File: config.mk
export PLATFORM = sky130hd
export DESIGN_NAME = depth_window_motion_direction_top_flat
export DESIGN_NICKNAME = d
export VERILOG_FILES = /design/src/hdl/dwmd_pkg.sv /design/src/hdl/dwmd_if.sv /design/src/hdl/dwmd_div.sv /design/src/hdl/dwmd_dp.sv /design/src/hdl/dwmd_ctrl.sv /design/src/hdl/depth_window_motion_direction_top.sv /design/src/flat_wrapper.sv
export SDC_FILE = /design/constraint.sdc
export NUM_CORES = 1
export LEC_CHECK = 0
export BUFFER_PORTS_ARGS = -buffer_cell sky130_fd_sc_hd__buf_2
export CORE_UTILIZATION = 62
export CTS_CLUSTER_DIAMETER = 40
export DETAILED_ROUTE_END_ITERATION = 10
export PLACE_DENSITY_LB_ADDON = 0.25
export SLEW_MARGIN = 40
export SYNTH_ARGS = -nofsm -noshare
export SYNTH_HDL_FRONTEND = slang
export SYNTH_SLANG_ARGS = --single-unit
File: constraint.sdc
create_clock -name clk -period 5.4 [get_ports clk]
set_clock_uncertainty 0.1 [all_clocks]
set_input_delay 0.54 -clock clk [delete_from_list [all_inputs] [get_ports clk]]
set_output_delay 0.54 -clock clk [all_outputs]
set_load 0.01 [all_outputs]
File: src/hdl/dwmd_pkg.sv
// Shared widths, codes, reset values and control types of the depth window block.
// No dependencies.
package dwmd_pkg;

	localparam int MAX_WINDOW_DIM = 64;
	localparam int COUNTER_BITS   = 32;
	localparam int COORD_BITS     = 12;

	localparam int DEPTH_BITS    = 16;
	localparam int DIM_BITS      = 13;
	localparam int WIN_BITS      = 7;
	localparam int TRIG_BITS     = 16;
	localparam int SUM_BITS      = 28;
	localparam int CNT_BITS      = 13;
	localparam int AVG_BITS      = 16;
	localparam int TOTAL_BITS    = 32;
	localparam int EV_BITS       = 2;
	localparam int CFG_IDX_BITS  = 3;
	localparam int CFG_DATA_BITS = 16;
	localparam int STEP_BITS     = $clog2(SUM_BITS);

	localparam logic [SUM_BITS-1:0] SUM_MAX = {SUM_BITS{1'b1}};
	localparam logic [CNT_BITS-1:0] CNT_MAX = {CNT_BITS{1'b1}};
	localparam logic [COUNTER_BITS-1:0] CTR_MAX = {COUNTER_BITS{1'b1}};
	localparam logic [AVG_BITS-1:0] AVG_MAX = {AVG_BITS{1'b1}};

	// register indexes
	localparam logic [CFG_IDX_BITS-1:0] CFG_TRIGGER  = 3'd0;
	localparam logic [CFG_IDX_BITS-1:0] CFG_FWIDTH   = 3'd1;
	localparam logic [CFG_IDX_BITS-1:0] CFG_FHEIGHT  = 3'd2;
	localparam logic [CFG_IDX_BITS-1:0] CFG_WWIDTH   = 3'd3;
	localparam logic [CFG_IDX_BITS-1:0] CFG_WHEIGHT  = 3'd4;

	// register reset values
	localparam logic [TRIG_BITS-1:0] TRIGGER_RST = 16'd1500;
	localparam logic [DIM_BITS-1:0]  FWIDTH_RST  = 13'd320;
	localparam logic [DIM_BITS-1:0]  FHEIGHT_RST = 13'd288;
	localparam logic [WIN_BITS-1:0]  WWIDTH_RST  = 7'd20;
	localparam logic [WIN_BITS-1:0]  WHEIGHT_RST = 7'd10;

	// event codes
	localparam logic [EV_BITS-1:0] EV_NONE = 2'd0;
	localparam logic [EV_BITS-1:0] EV_L2R  = 2'd1;
	localparam logic [EV_BITS-1:0] EV_R2L  = 2'd2;

	typedef enum logic [1:0] {
		ST_IDLE,
		ST_START,
		ST_DIV,
		ST_DECIDE
	} dwmd_state_t;

	typedef struct packed {
		logic acc_en;      // pixel accepted, accumulate it
		logic div_start;   // load both dividers
		logic frame_done;  // decide, load frame result, clear accumulators
		logic report;      // load report result, clear counters
	} dwmd_cmd_t;

	typedef struct packed {
		logic div_done;
	} dwmd_sts_t;

endpackage

File: src/hdl/dwmd_if.sv
// Handshake channel interfaces: pixel input, result output, register write.
// Depends on dwmd_pkg.
interface dwmd_in_if;
	import dwmd_pkg::*;
	logic                  valid;
	logic                  ready;
	logic                  cmd;
	logic [DEPTH_BITS-1:0] depth;
	logic [COORD_BITS-1:0] col;
	logic [COORD_BITS-1:0] row;
	logic                  last_in_frame;
	modport source (output valid, cmd, depth, col, row, last_in_frame, input ready);
	modport sink (input valid, cmd, depth, col, row, last_in_frame, output ready);
endinterface

interface dwmd_out_if;
	import dwmd_pkg::*;
	logic                  valid;
	logic                  ready;
	logic                  is_report;
	logic [EV_BITS-1:0]    event_res;
	logic [AVG_BITS-1:0]   left_average;
	logic [AVG_BITS-1:0]   right_average;
	logic [TOTAL_BITS-1:0] left_to_right_total;
	logic [TOTAL_BITS-1:0] right_to_left_total;
	modport source (output valid, is_report, event_res, left_average, right_average,
		left_to_right_total, right_to_left_total, input ready);
	modport sink (input valid, is_report, event_res, left_average, right_average,
		left_to_right_total, right_to_left_total, output ready);
endinterface

interface dwmd_cfg_if;
	import dwmd_pkg::*;
	logic                     valid;
	logic                     ready;
	logic [CFG_IDX_BITS-1:0]  idx;
	logic [CFG_DATA_BITS-1:0] data;
	modport source (output valid, idx, data, input ready);
	modport sink (input valid, idx, data, output ready);
endinterface

File: src/hdl/dwmd_div.sv
// Restoring divider, one quotient bit per cycle, for the window averages.
// Depends on dwmd_pkg.
module dwmd_div (
	input  logic                            clk,
	input  logic                            arst_n,
	input  logic                            start,
	input  logic [dwmd_pkg::SUM_BITS-1:0]   dividend,
	input  logic [dwmd_pkg::CNT_BITS-1:0]   divisor,
	output logic [dwmd_pkg::SUM_BITS-1:0]   quotient,
	output logic                            done
);
	import dwmd_pkg::*;

	logic                  busy_q;
	logic                  done_q;
	logic [STEP_BITS-1:0]  step_q;
	logic [SUM_BITS-1:0]   quo_q;
	logic [CNT_BITS-1:0]   rem_q;
	logic [CNT_BITS-1:0]   div_q;
	logic [CNT_BITS:0]     shifted;
	logic                  fits;

	assign shifted = {rem_q, quo_q[SUM_BITS-1]};
	assign fits    = shifted >= {1'b0, div_q};

	always_ff @(posedge clk or negedge arst_n) begin
		if (!arst_n) begin
			busy_q <= 1'b0;
			done_q <= 1'b0;
			step_q <= '0;
		end else if (start) begin
			busy_q <= 1'b1;
			done_q <= 1'b0;
			step_q <= STEP_BITS'(SUM_BITS - 1);
		end else if (busy_q) begin
			if (step_q == '0) begin
				busy_q <= 1'b0;
				done_q <= 1'b1;
			end else begin
				step_q <= step_q - 1'b1;
			end
		end else begin
			done_q <= 1'b0;
		end
	end

	always_ff @(posedge clk) begin
		if (start) begin
			quo_q <= dividend;
			rem_q <= '0;
			div_q <= divisor;
		end else if (busy_q) begin
			quo_q <= {quo_q[SUM_BITS-2:0], fits};
			rem_q <= fits ? CNT_BITS'(shifted - {1'b0, div_q}) : shifted[CNT_BITS-1:0];
		end
	end

	assign quotient = quo_q;
	assign done     = done_q;

endmodule

File: src/hdl/dwmd_dp.sv
// Datapath: registers, window accumulators, dividers, decision, result register.
// Depends on dwmd_pkg and dwmd_div.
module dwmd_dp (
	input  logic                                clk,
	input  logic                                arst_n,
	input  logic                                cfg_we,
	input  logic [dwmd_pkg::CFG_IDX_BITS-1:0]   cfg_idx,
	input  logic [dwmd_pkg::CFG_DATA_BITS-1:0]  cfg_data,
	input  logic [dwmd_pkg::DEPTH_BITS-1:0]     depth,
	input  logic [dwmd_pkg::COORD_BITS-1:0]     col,
	input  logic [dwmd_pkg::COORD_BITS-1:0]     row,
	input  dwmd_pkg::dwmd_cmd_t                 cmd,
	output dwmd_pkg::dwmd_sts_t                 sts,
	output logic                                is_report,
	output logic [dwmd_pkg::EV_BITS-1:0]        event_res,
	output logic [dwmd_pkg::AVG_BITS-1:0]       left_average,
	output logic [dwmd_pkg::AVG_BITS-1:0]       right_average,
	output logic [dwmd_pkg::TOTAL_BITS-1:0]     left_to_right_total,
	output logic [dwmd_pkg::TOTAL_BITS-1:0]     right_to_left_total
);
	import dwmd_pkg::*;

	localparam int CMP_BITS = COORD_BITS + 2;

	logic [TRIG_BITS-1:0] trig_q;
	logic [DIM_BITS-1:0]  fw_q;
	logic [DIM_BITS-1:0]  fh_q;
	logic [WIN_BITS-1:0]  ww_q;
	logic [WIN_BITS-1:0]  wh_q;

	logic [SUM_BITS-1:0]     lsum_q, rsum_q;
	logic [CNT_BITS-1:0]     lcnt_q, rcnt_q;
	logic                    flag_q;
	logic [COUNTER_BITS-1:0] l2r_q, r2l_q;

	logic [WIN_BITS-1:0] ww_c, wh_c, ww2;
	logic [CMP_BITS-1:0] cx, cy, hh, span, col_x, row_x;
	logic                in_frame, row_ok, pix_ok, hit_l, hit_r;
	logic [SUM_BITS:0]   lsum_add, rsum_add;

	logic [SUM_BITS-1:0] lquo, rquo;
	logic                ldone, rdone;
	logic [AVG_BITS-1:0] la, ra;

	logic                    flag_n;
	logic [COUNTER_BITS-1:0] l2r_n, r2l_n;
	logic [EV_BITS-1:0]      ev_n;

	// register file
	always_ff @(posedge clk or negedge arst_n) begin
		if (!arst_n) begin
			trig_q <= TRIGGER_RST;
			fw_q   <= FWIDTH_RST;
			fh_q   <= FHEIGHT_RST;
			ww_q   <= WWIDTH_RST;
			wh_q   <= WHEIGHT_RST;
		end else if (cfg_we) begin
			case (cfg_idx)
				CFG_TRIGGER: trig_q <= cfg_data[TRIG_BITS-1:0];
				CFG_FWIDTH:  fw_q   <= cfg_data[DIM_BITS-1:0];
				CFG_FHEIGHT: fh_q   <= cfg_data[DIM_BITS-1:0];
				CFG_WWIDTH:  ww_q   <= cfg_data[WIN_BITS-1:0];
				CFG_WHEIGHT: wh_q   <= cfg_data[WIN_BITS-1:0];
				default: ;
			endcase
		end
	end

	// window geometry; compares are rearranged so nothing goes negative
	assign ww_c  = (ww_q > WIN_BITS'(MAX_WINDOW_DIM)) ? WIN_BITS'(MAX_WINDOW_DIM) : ww_q;
	assign wh_c  = (wh_q > WIN_BITS'(MAX_WINDOW_DIM)) ? WIN_BITS'(MAX_WINDOW_DIM) : wh_q;
	assign ww2   = {ww_c[WIN_BITS-1:1], 1'b0};
	assign span  = CMP_BITS'(ww2);
	assign hh    = CMP_BITS'(wh_c[WIN_BITS-1:1]);
	assign cx    = CMP_BITS'(fw_q[DIM_BITS-1:1]);
	assign cy    = CMP_BITS'(fh_q[DIM_BITS-1:1]);
	assign col_x = CMP_BITS'(col);
	assign row_x = CMP_BITS'(row);

	assign in_frame = ({1'b0, col} < fw_q) && ({1'b0, row} < fh_q);
	assign row_ok   = (row_x + hh >= cy) && (row_x < cy + hh);
	assign pix_ok   = cmd.acc_en && in_frame && row_ok && (depth != '0);
	// left spans [cx - 2hw, cx), right spans [cx, cx + 2hw)
	assign hit_l  = pix_ok && (col_x + span >= cx) && (col_x < cx);
	assign hit_r  = pix_ok && (col_x >= cx) && (col_x < cx + span);

	assign lsum_add = {1'b0, lsum_q} + (SUM_BITS+1)'(depth);
	assign rsum_add = {1'b0, rsum_q} + (SUM_BITS+1)'(depth);

	always_ff @(posedge clk or negedge arst_n) begin
		if (!arst_n) begin
			lsum_q <= '0;
			lcnt_q <= '0;
			rsum_q <= '0;
			rcnt_q <= '0;
		end else if (cmd.frame_done) begin
			lsum_q <= '0;
			lcnt_q <= '0;
			rsum_q <= '0;
			rcnt_q <= '0;
		end else begin
			if (hit_l) begin
				lsum_q <= lsum_add[SUM_BITS] ? SUM_MAX : lsum_add[SUM_BITS-1:0];
				if (lcnt_q != CNT_MAX)
					lcnt_q <= lcnt_q + 1'b1;
			end
			if (hit_r) begin
				rsum_q <= rsum_add[SUM_BITS] ? SUM_MAX : rsum_add[SUM_BITS-1:0];
				if (rcnt_q != CNT_MAX)
					rcnt_q <= rcnt_q + 1'b1;
			end
		end
	end

	dwmd_div u_div_l (
		.clk      (clk),
		.arst_n   (arst_n),
		.start    (cmd.div_start),
		.dividend (lsum_q),
		.divisor  (lcnt_q),
		.quotient (lquo),
		.done     (ldone)
	);

	dwmd_div u_div_r (
		.clk      (clk),
		.arst_n   (arst_n),
		.start    (cmd.div_start),
		.dividend (rsum_q),
		.divisor  (rcnt_q),
		.quotient (rquo),
		.done     (rdone)
	);

	assign sts.div_done = ldone && rdone;

	// empty window reads 0, large quotients clamp
	assign la = (lcnt_q == '0) ? '0 :
		((lquo > SUM_BITS'(AVG_MAX)) ? AVG_MAX : lquo[AVG_BITS-1:0]);
	assign ra = (rcnt_q == '0) ? '0 :
		((rquo > SUM_BITS'(AVG_MAX)) ? AVG_MAX : rquo[AVG_BITS-1:0]);

	always_comb begin
		flag_n = flag_q;
		l2r_n  = l2r_q;
		r2l_n  = r2l_q;
		ev_n   = EV_NONE;
		if (la != '0 && ra != '0) begin
			if (la < trig_q && ra < trig_q) begin
				flag_n = 1'b1;
			end else if (flag_q) begin
				flag_n = 1'b0;
				if (la < ra) begin
					ev_n = EV_R2L;
					if (r2l_q != CTR_MAX)
						r2l_n = r2l_q + 1'b1;
				end else begin
					ev_n = EV_L2R;
					if (l2r_q != CTR_MAX)
						l2r_n = l2r_q + 1'b1;
				end
			end
		end
	end

	always_ff @(posedge clk or negedge arst_n) begin
		if (!arst_n) begin
			flag_q <= 1'b0;
			l2r_q  <= '0;
			r2l_q  <= '0;
		end else if (cmd.frame_done) begin
			flag_q <= flag_n;
			l2r_q  <= l2r_n;
			r2l_q  <= r2l_n;
		end else if (cmd.report) begin
			l2r_q <= '0;
			r2l_q <= '0;
		end
	end

	// result register
	always_ff @(posedge clk) begin
		if (cmd.frame_done) begin
			is_report           <= 1'b0;
			event_res           <= ev_n;
			left_average        <= la;
			right_average       <= ra;
			left_to_right_total <= TOTAL_BITS'(l2r_n);
			right_to_left_total <= TOTAL_BITS'(r2l_n);
		end else if (cmd.report) begin
			is_report           <= 1'b1;
			event_res           <= EV_NONE;
			left_average        <= '0;
			right_average       <= '0;
			left_to_right_total <= TOTAL_BITS'(l2r_q);
			right_to_left_total <= TOTAL_BITS'(r2l_q);
		end
	end

endmodule

File: src/hdl/dwmd_ctrl.sv
// Controller: sequences accept, divide and decide; owns the result valid flag.
// Depends on dwmd_pkg.
module dwmd_ctrl (
	input  logic                 clk,
	input  logic                 arst_n,
	input  logic                 pix_valid,
	input  logic                 pix_cmd,
	input  logic                 pix_last,
	input  logic                 res_ready,
	input  dwmd_pkg::dwmd_sts_t  sts,
	output logic                 pix_ready,
	output logic                 res_valid,
	output dwmd_pkg::dwmd_cmd_t  cmd
);
	import dwmd_pkg::*;

	dwmd_state_t state_q, state_n;
	logic        res_valid_q;
	logic        slot_free;
	logic        pix_acc;

	assign slot_free = !res_valid_q || res_ready;

	always_comb begin
		state_n = state_q;
		case (state_q)
			ST_IDLE:   if (pix_acc && !pix_cmd && pix_last) state_n = ST_START;
			ST_START:  state_n = ST_DIV;
			ST_DIV:    if (sts.div_done) state_n = ST_DECIDE;
			ST_DECIDE: if (slot_free) state_n = ST_IDLE;
			default:   state_n = ST_IDLE;
		endcase
	end

	always_comb begin
		pix_ready      = 1'b0;
		cmd            = '0;
		case (state_q)
			ST_IDLE:   pix_ready = !pix_cmd || slot_free;
			ST_START:  cmd.div_start = 1'b1;
			ST_DECIDE: cmd.frame_done = slot_free;
			default: ;
		endcase
		cmd.acc_en = pix_acc && !pix_cmd;
		cmd.report = pix_acc && pix_cmd;
	end

	assign pix_acc = pix_valid && pix_ready;

	always_ff @(posedge clk or negedge arst_n) begin
		if (!arst_n) begin
			state_q     <= ST_IDLE;
			res_valid_q <= 1'b0;
		end else begin
			state_q <= state_n;
			if (cmd.frame_done || cmd.report)
				res_valid_q <= 1'b1;
			else if (res_ready)
				res_valid_q <= 1'b0;
		end
	end

	assign res_valid = res_valid_q;

endmodule

File: src/hdl/depth_window_motion_direction_top.sv
// Top level of the depth window motion direction detector.
// Depends on dwmd_pkg, dwmd_if, dwmd_ctrl, dwmd_dp.

// Pixels (cmd 0) stream in on pix and are taken one per cycle; a pixel is
// summed into the left and/or right window when it lies in the frame, in the
// window rows and columns and has nonzero depth. The pixel flagged
// last_in_frame ends the frame: the block then stops taking items while it
// loads the bit-serial average dividers, waits for them and takes the
// decision, and also while the result register is still held by the sink.
// It then emits one frame result with both averages, the direction event and
// the movement totals, and clears the windows. A report item (cmd 1) is
// answered in the next cycle with the two saturating totals, which then
// clear; it waits while a frame is being closed or while the result
// register is full and not being drained. Registers on cfg are always
// writable (ready held high) and must be written only while no frame is
// being closed. No clearing pass after reset: the block is ready at once.
module depth_window_motion_direction_top (
	input  logic        clk,
	input  logic        arst_n,
	dwmd_in_if.sink     pix,
	dwmd_out_if.source  res,
	dwmd_cfg_if.sink    cfg
);
	import dwmd_pkg::*;

	dwmd_cmd_t cmd;
	dwmd_sts_t sts;

	// register writes never stall
	assign cfg.ready = 1'b1;

	dwmd_ctrl u_ctrl (
		.clk       (clk),
		.arst_n    (arst_n),
		.pix_valid (pix.valid),
		.pix_cmd   (pix.cmd),
		.pix_last  (pix.last_in_frame),
		.res_ready (res.ready),
		.sts       (sts),
		.pix_ready (pix.ready),
		.res_valid (res.valid),
		.cmd       (cmd)
	);

	dwmd_dp u_dp (
		.clk                 (clk),
		.arst_n              (arst_n),
		.cfg_we              (cfg.valid),
		.cfg_idx             (cfg.idx),
		.cfg_data            (cfg.data),
		.depth               (pix.depth),
		.col                 (pix.col),
		.row                 (pix.row),
		.cmd                 (cmd),
		.sts                 (sts),
		.is_report           (res.is_report),
		.event_res           (res.event_res),
		.left_average        (res.left_average),
		.right_average       (res.right_average),
		.left_to_right_total (res.left_to_right_total),
		.right_to_left_total (res.right_to_left_total)
	);

endmodule

File: src/flat_wrapper.sv
// flat-port wrapper written by rule: the top's interface ports become plain ports
module depth_window_motion_direction_top_flat import dwmd_pkg::*;
  (clk, arst_n, pix_valid, pix_cmd, pix_depth, pix_col, pix_row, pix_last_in_frame, pix_ready, res_valid, res_is_report, res_event_res, res_left_average, res_right_average, res_left_to_right_total, res_right_to_left_total, res_ready, cfg_valid, cfg_idx, cfg_data, cfg_ready);
  dwmd_in_if pix_i ();
  dwmd_out_if res_i ();
  dwmd_cfg_if cfg_i ();
  input  logic clk;
  input  logic arst_n;
  input wire logic [$bits(pix_i.valid)-1:0] pix_valid;
  input wire logic [$bits(pix_i.cmd)-1:0] pix_cmd;
  input wire logic [$bits(pix_i.depth)-1:0] pix_depth;
  input wire logic [$bits(pix_i.col)-1:0] pix_col;
  input wire logic [$bits(pix_i.row)-1:0] pix_row;
  input wire logic [$bits(pix_i.last_in_frame)-1:0] pix_last_in_frame;
  output wire logic [$bits(pix_i.ready)-1:0] pix_ready;
  output wire logic [$bits(res_i.valid)-1:0] res_valid;
  output wire logic [$bits(res_i.is_report)-1:0] res_is_report;
  output wire logic [$bits(res_i.event_res)-1:0] res_event_res;
  output wire logic [$bits(res_i.left_average)-1:0] res_left_average;
  output wire logic [$bits(res_i.right_average)-1:0] res_right_average;
  output wire logic [$bits(res_i.left_to_right_total)-1:0] res_left_to_right_total;
  output wire logic [$bits(res_i.right_to_left_total)-1:0] res_right_to_left_total;
  input wire logic [$bits(res_i.ready)-1:0] res_ready;
  input wire logic [$bits(cfg_i.valid)-1:0] cfg_valid;
  input wire logic [$bits(cfg_i.idx)-1:0] cfg_idx;
  input wire logic [$bits(cfg_i.data)-1:0] cfg_data;
  output wire logic [$bits(cfg_i.ready)-1:0] cfg_ready;
  assign pix_i.valid = pix_valid;
  assign pix_i.cmd = pix_cmd;
  assign pix_i.depth = pix_depth;
  assign pix_i.col = pix_col;
  assign pix_i.row = pix_row;
  assign pix_i.last_in_frame = pix_last_in_frame;
  assign pix_ready = pix_i.ready;
  assign res_valid = res_i.valid;
  assign res_is_report = res_i.is_report;
  assign res_event_res = res_i.event_res;
  assign res_left_average = res_i.left_average;
  assign res_right_average = res_i.right_average;
  assign res_left_to_right_total = res_i.left_to_right_total;
  assign res_right_to_left_total = res_i.right_to_left_total;
  assign res_i.ready = res_ready;
  assign cfg_i.valid = cfg_valid;
  assign cfg_i.idx = cfg_idx;
  assign cfg_i.data = cfg_data;
  assign cfg_ready = cfg_i.ready;
  depth_window_motion_direction_top u_core (.clk(clk), .arst_n(arst_n), .pix(pix_i), .res(res_i), .cfg(cfg_i));
endmodule
==> metrics <==
largest net degree at the start of global routing 128; I/O Buffers 166; Yosys reg bits 425; Final period util 93.9%; CTS Root Cell clkbuf_16; RSZ-0062 raised after global routing no; Mapped Nets 2898; CP cell instances nor2b_1 -> maj3_1 -> a21oi_1 -> o21bai_1 -> a21oi_1 -> o31ai_1 -> nand3_1 -> xnor2_1 -> ha_1 -> a2111o_1 -> a211oi_1 -> a211o_1 -> nand4_1 -> a211oi_4 -> buf_12 -> and2_1 -> a311oi_1; syn_area_per_cell 10.1 um^2; net count reported at finish 3058; TNS Setup 0 ns; Peak Freq 0.197 GHz; Max VDD drop 376 uV; crit path DAT 5.43 ns; Final setup viols 0; DPL Wire Length 48300 um; # DRC 0; asr flop ratio synth 51.3%; drt wl/cell 20.0 um; TritonCTS Buffers 57; Initial DRC Count 1763; Post-synth EDFFs 180; worst reg2reg setup slack 0.33 ns; Area after DPL 27800 um^2; synth unique cells 97; Primary FF master, synth dfrtp_1; Slew Limit Headroom 43.7%; peak fanout along the critical path 73; critical path class register to register; Global Route met2 Usage 50.4%; worst skew pair latency 0.61 ns; ranking of synthesized cells by area edfxtp_1 21%, dfrtp_1 19%, ha_1 10%; number of global-route vias before repair 20700; Sink Count 425; deepest clock path buffer count 3; DRT antenna net count 0; design area 29700 um^2; Max H-tree Level 2; Hold Path Class input pin to register; post-synthesis instance total 2605; sw frac 37.9%; Worst Tran Pin Value 0.842 ns; initial core utilization 62.8%; Layout fillers 3098; startpoint types register; Yosys top cell area share 20.5%; placed insts 3243; slowest stage delay, CP 0.55 ns; largest area contributor in the netlist edfxtp_1; grt met1 use 42.4%; Vias/cell 6.31; run status completed; Largest delay share family, worst path compound AO/OA/AOI/OAI gates; Vias 21200; met3 Use GR 4.80%; GPL Wtd Cong 0.913; Seq/Total Area, Yosys 43.4%; CP Buf/Inv Count 1; Non-Filler Instances 3353; Net Sw Power 5240 uW; total wire length 67200 um; Layout area overhead 12.9%; register share of total power 33.6%; Worst-path clk slew 0.05 ns; CP Data Required Time 5.76 ns; share of post-route cells with drive strength above 1 16.2%; antenna violations before repair 0; core footprint 41900 um^2; ant diodes 0; crit-path most repeated cell a21oi_1; CTS tree built; Clk pwr share 27.2%; Row Count 75; IO Count 168; Initial DRT Pass Iterations 6; global routing's busiest layer met2; Max-Cap Viols 0; Hold Vio Cnt, Final 0; die area 43300 um^2; Combinational Power Share 39.2%; die width 208 um; GRT Total Usage 31.1%; leakage power 0.0133 uW; Netlist Area Pre-Place 26300 um^2; Crit-path slowest cell o31ai_1; Final Max Tran Viols 0; Chip Height 208 um; yosys warns 0; global-route wire length before repair 109000 um; grt ovf 0; Power Dens Cells 465 nW/um^2; Int Pwr 8590 uW; critical path endpoint category register; fin crit period 5.07 ns
## metrics by stage
stage | hold slack (ns) | setup slack (ns) | total power (uW) | util, %
floorplan | 0.144 | 0.144 | 8420 | -
global placement | 0.336 | 0.581 | 9750 | 66.1
finish | 0.0933 | 0.328 | 13800 | 70.9
detailed placement | 0.340 | 0.428 | 9990 | 66.2
CTS | 0.0713 | 0.370 | 13800 | 70.8
global route | 0.0903 | 0.00940 | 14600 | 70.9
## power groups by stage
stage	registers, uW	clock network, uW	logic, uW
CTS	4630	3800	5360
detailed placement	4680	0	5310
global route	4710	3930	5970
finish	4650	3770	5420
floorplan	4660	0	3770
global placement	4660	0	5090
## path summary, 6_finish.rpt
check	startpoint	end	cells past startpoint
min reg2reg	u_core.u_dp.is_report	u_core.u_dp.is_report	2
min in group asynchronous	arst_n	u_core.u_dp.u_div_l.step_q[3]	2
max	u_core.u_dp.wh_q[6]	u_core.u_dp.rsum_q[20]	17
max in group asynchronous	arst_n	u_core.u_dp.rsum_q[9]	3
max reg2reg	u_core.u_dp.wh_q[6]	u_core.u_dp.rsum_q[20]	17
min	cfg_data[14]	u_core.u_dp.trig_q[14]	3
## layout by cell type, fill, tap and decap left out, types with 29 or more instances in the layout
master,netlist,final
dfrtp_1,203,203
xor2_1,37,37
clkbuf_16,0,59
and2_1,32,31
a211oi_1,32,32
o21ai_0,136,136
nor4_1,31,31
ha_1,221,220
nor2_1,174,173
a31oi_1,43,42
nand2_1,225,224
and3_1,76,76
xnor2_1,111,111
nand2b_1,33,33
edfxtp_1,180,180
mux2i_1,47,47
inv_1,152,149
a21oi_1,117,116
nand4_1,57,57
nor3_1,52,51
nand3_1,64,63
a311oi_1,43,43
nor2b_1,29,29
mux2_2,73,73
buf_2,11,165
## cell type report
cell class | instances | area [um^2] | area share, %
clock buffers | 79 | 1610 | 5.42
clock inverters | 29 | 330 | 1.11
inverters | 152 | 573 | 1.93
multi-input cells | 1929 | 14000 | 47.0
flip-flops and latches | 425 | 11400 | 38.4
well taps | 539 | 674 | 2.27
repair buffers | 200 | 1160 | 3.90
## synthesized netlist by cell type, types with 47 or more instances
cell type,n
nand3_1,64
nand2_1,225
inv_1,152
edfxtp_1,180
a21oi_1,117
and3_1,76
mux2i_1,47
xnor2_1,111
clkbuf_1,63
nand4_1,57
nor3_1,52
nor2_1,174
ha_1,221
o21ai_0,136
mux2_2,73
dfrtp_1,203
## timing repair
action | in CTS | in global routing
buffers inserted | 0 | 0
hold endpoints to repair | 91 | 0
endpoints found under the setup margin | 0 | 7
resized for setup | 0 | 1
hold buffers | 1 | 0
## sequential cells by signal, summed over array words and instances, names as in the netlist, 16 cells and up
| register | count |
|---|---|
| u_core.u_dp.r2l_q | 32 |
| u_core.u_dp.rsum_q | 28 |
| u_core.u_dp.trig_q | 16 |
| u_core.u_dp.left_to_right_total | 32 |
| u_core.u_dp.u_div_l.quotient | 28 |
| u_core.u_dp.u_div_r.quotient | 28 |
| u_core.u_dp.l2r_q | 32 |
| u_core.u_dp.lsum_q | 28 |
| u_core.u_dp.right_average | 16 |
| u_core.u_dp.left_average | 16 |
| u_core.u_dp.right_to_left_total | 32 |
## layer usage
layer  wire [um]  vias to the layer above
met2       31800                      769
met1       28900                    10300
li1            -                     9986
met4        2050                        0
met3        4360                      132
met5           0                        -
## kinds of logic (layout without fill, tap and decap cells)
family                     after synthesis  count (layout)  synth area share, %
other                                    1               1               0.0142
AOI/OAI and AO/OA                      580             580                 14.9
buffers and inverters                  251             460                 4.06
muxes                                  120             120                 4.91
and+or+nand+nor                        851             851                 16.8
DFF                                    425             425                 43.4
adders and majority gates              229             229                 11.0
xor gates and xnor gates               148             148                 4.92
## tightest hold or removal path, stage by stage
cell     delay [ns]
buf_2          0.11
nand2_1        0.04
o21ai_0        0.06
Power figures use the tool's default switching activity.
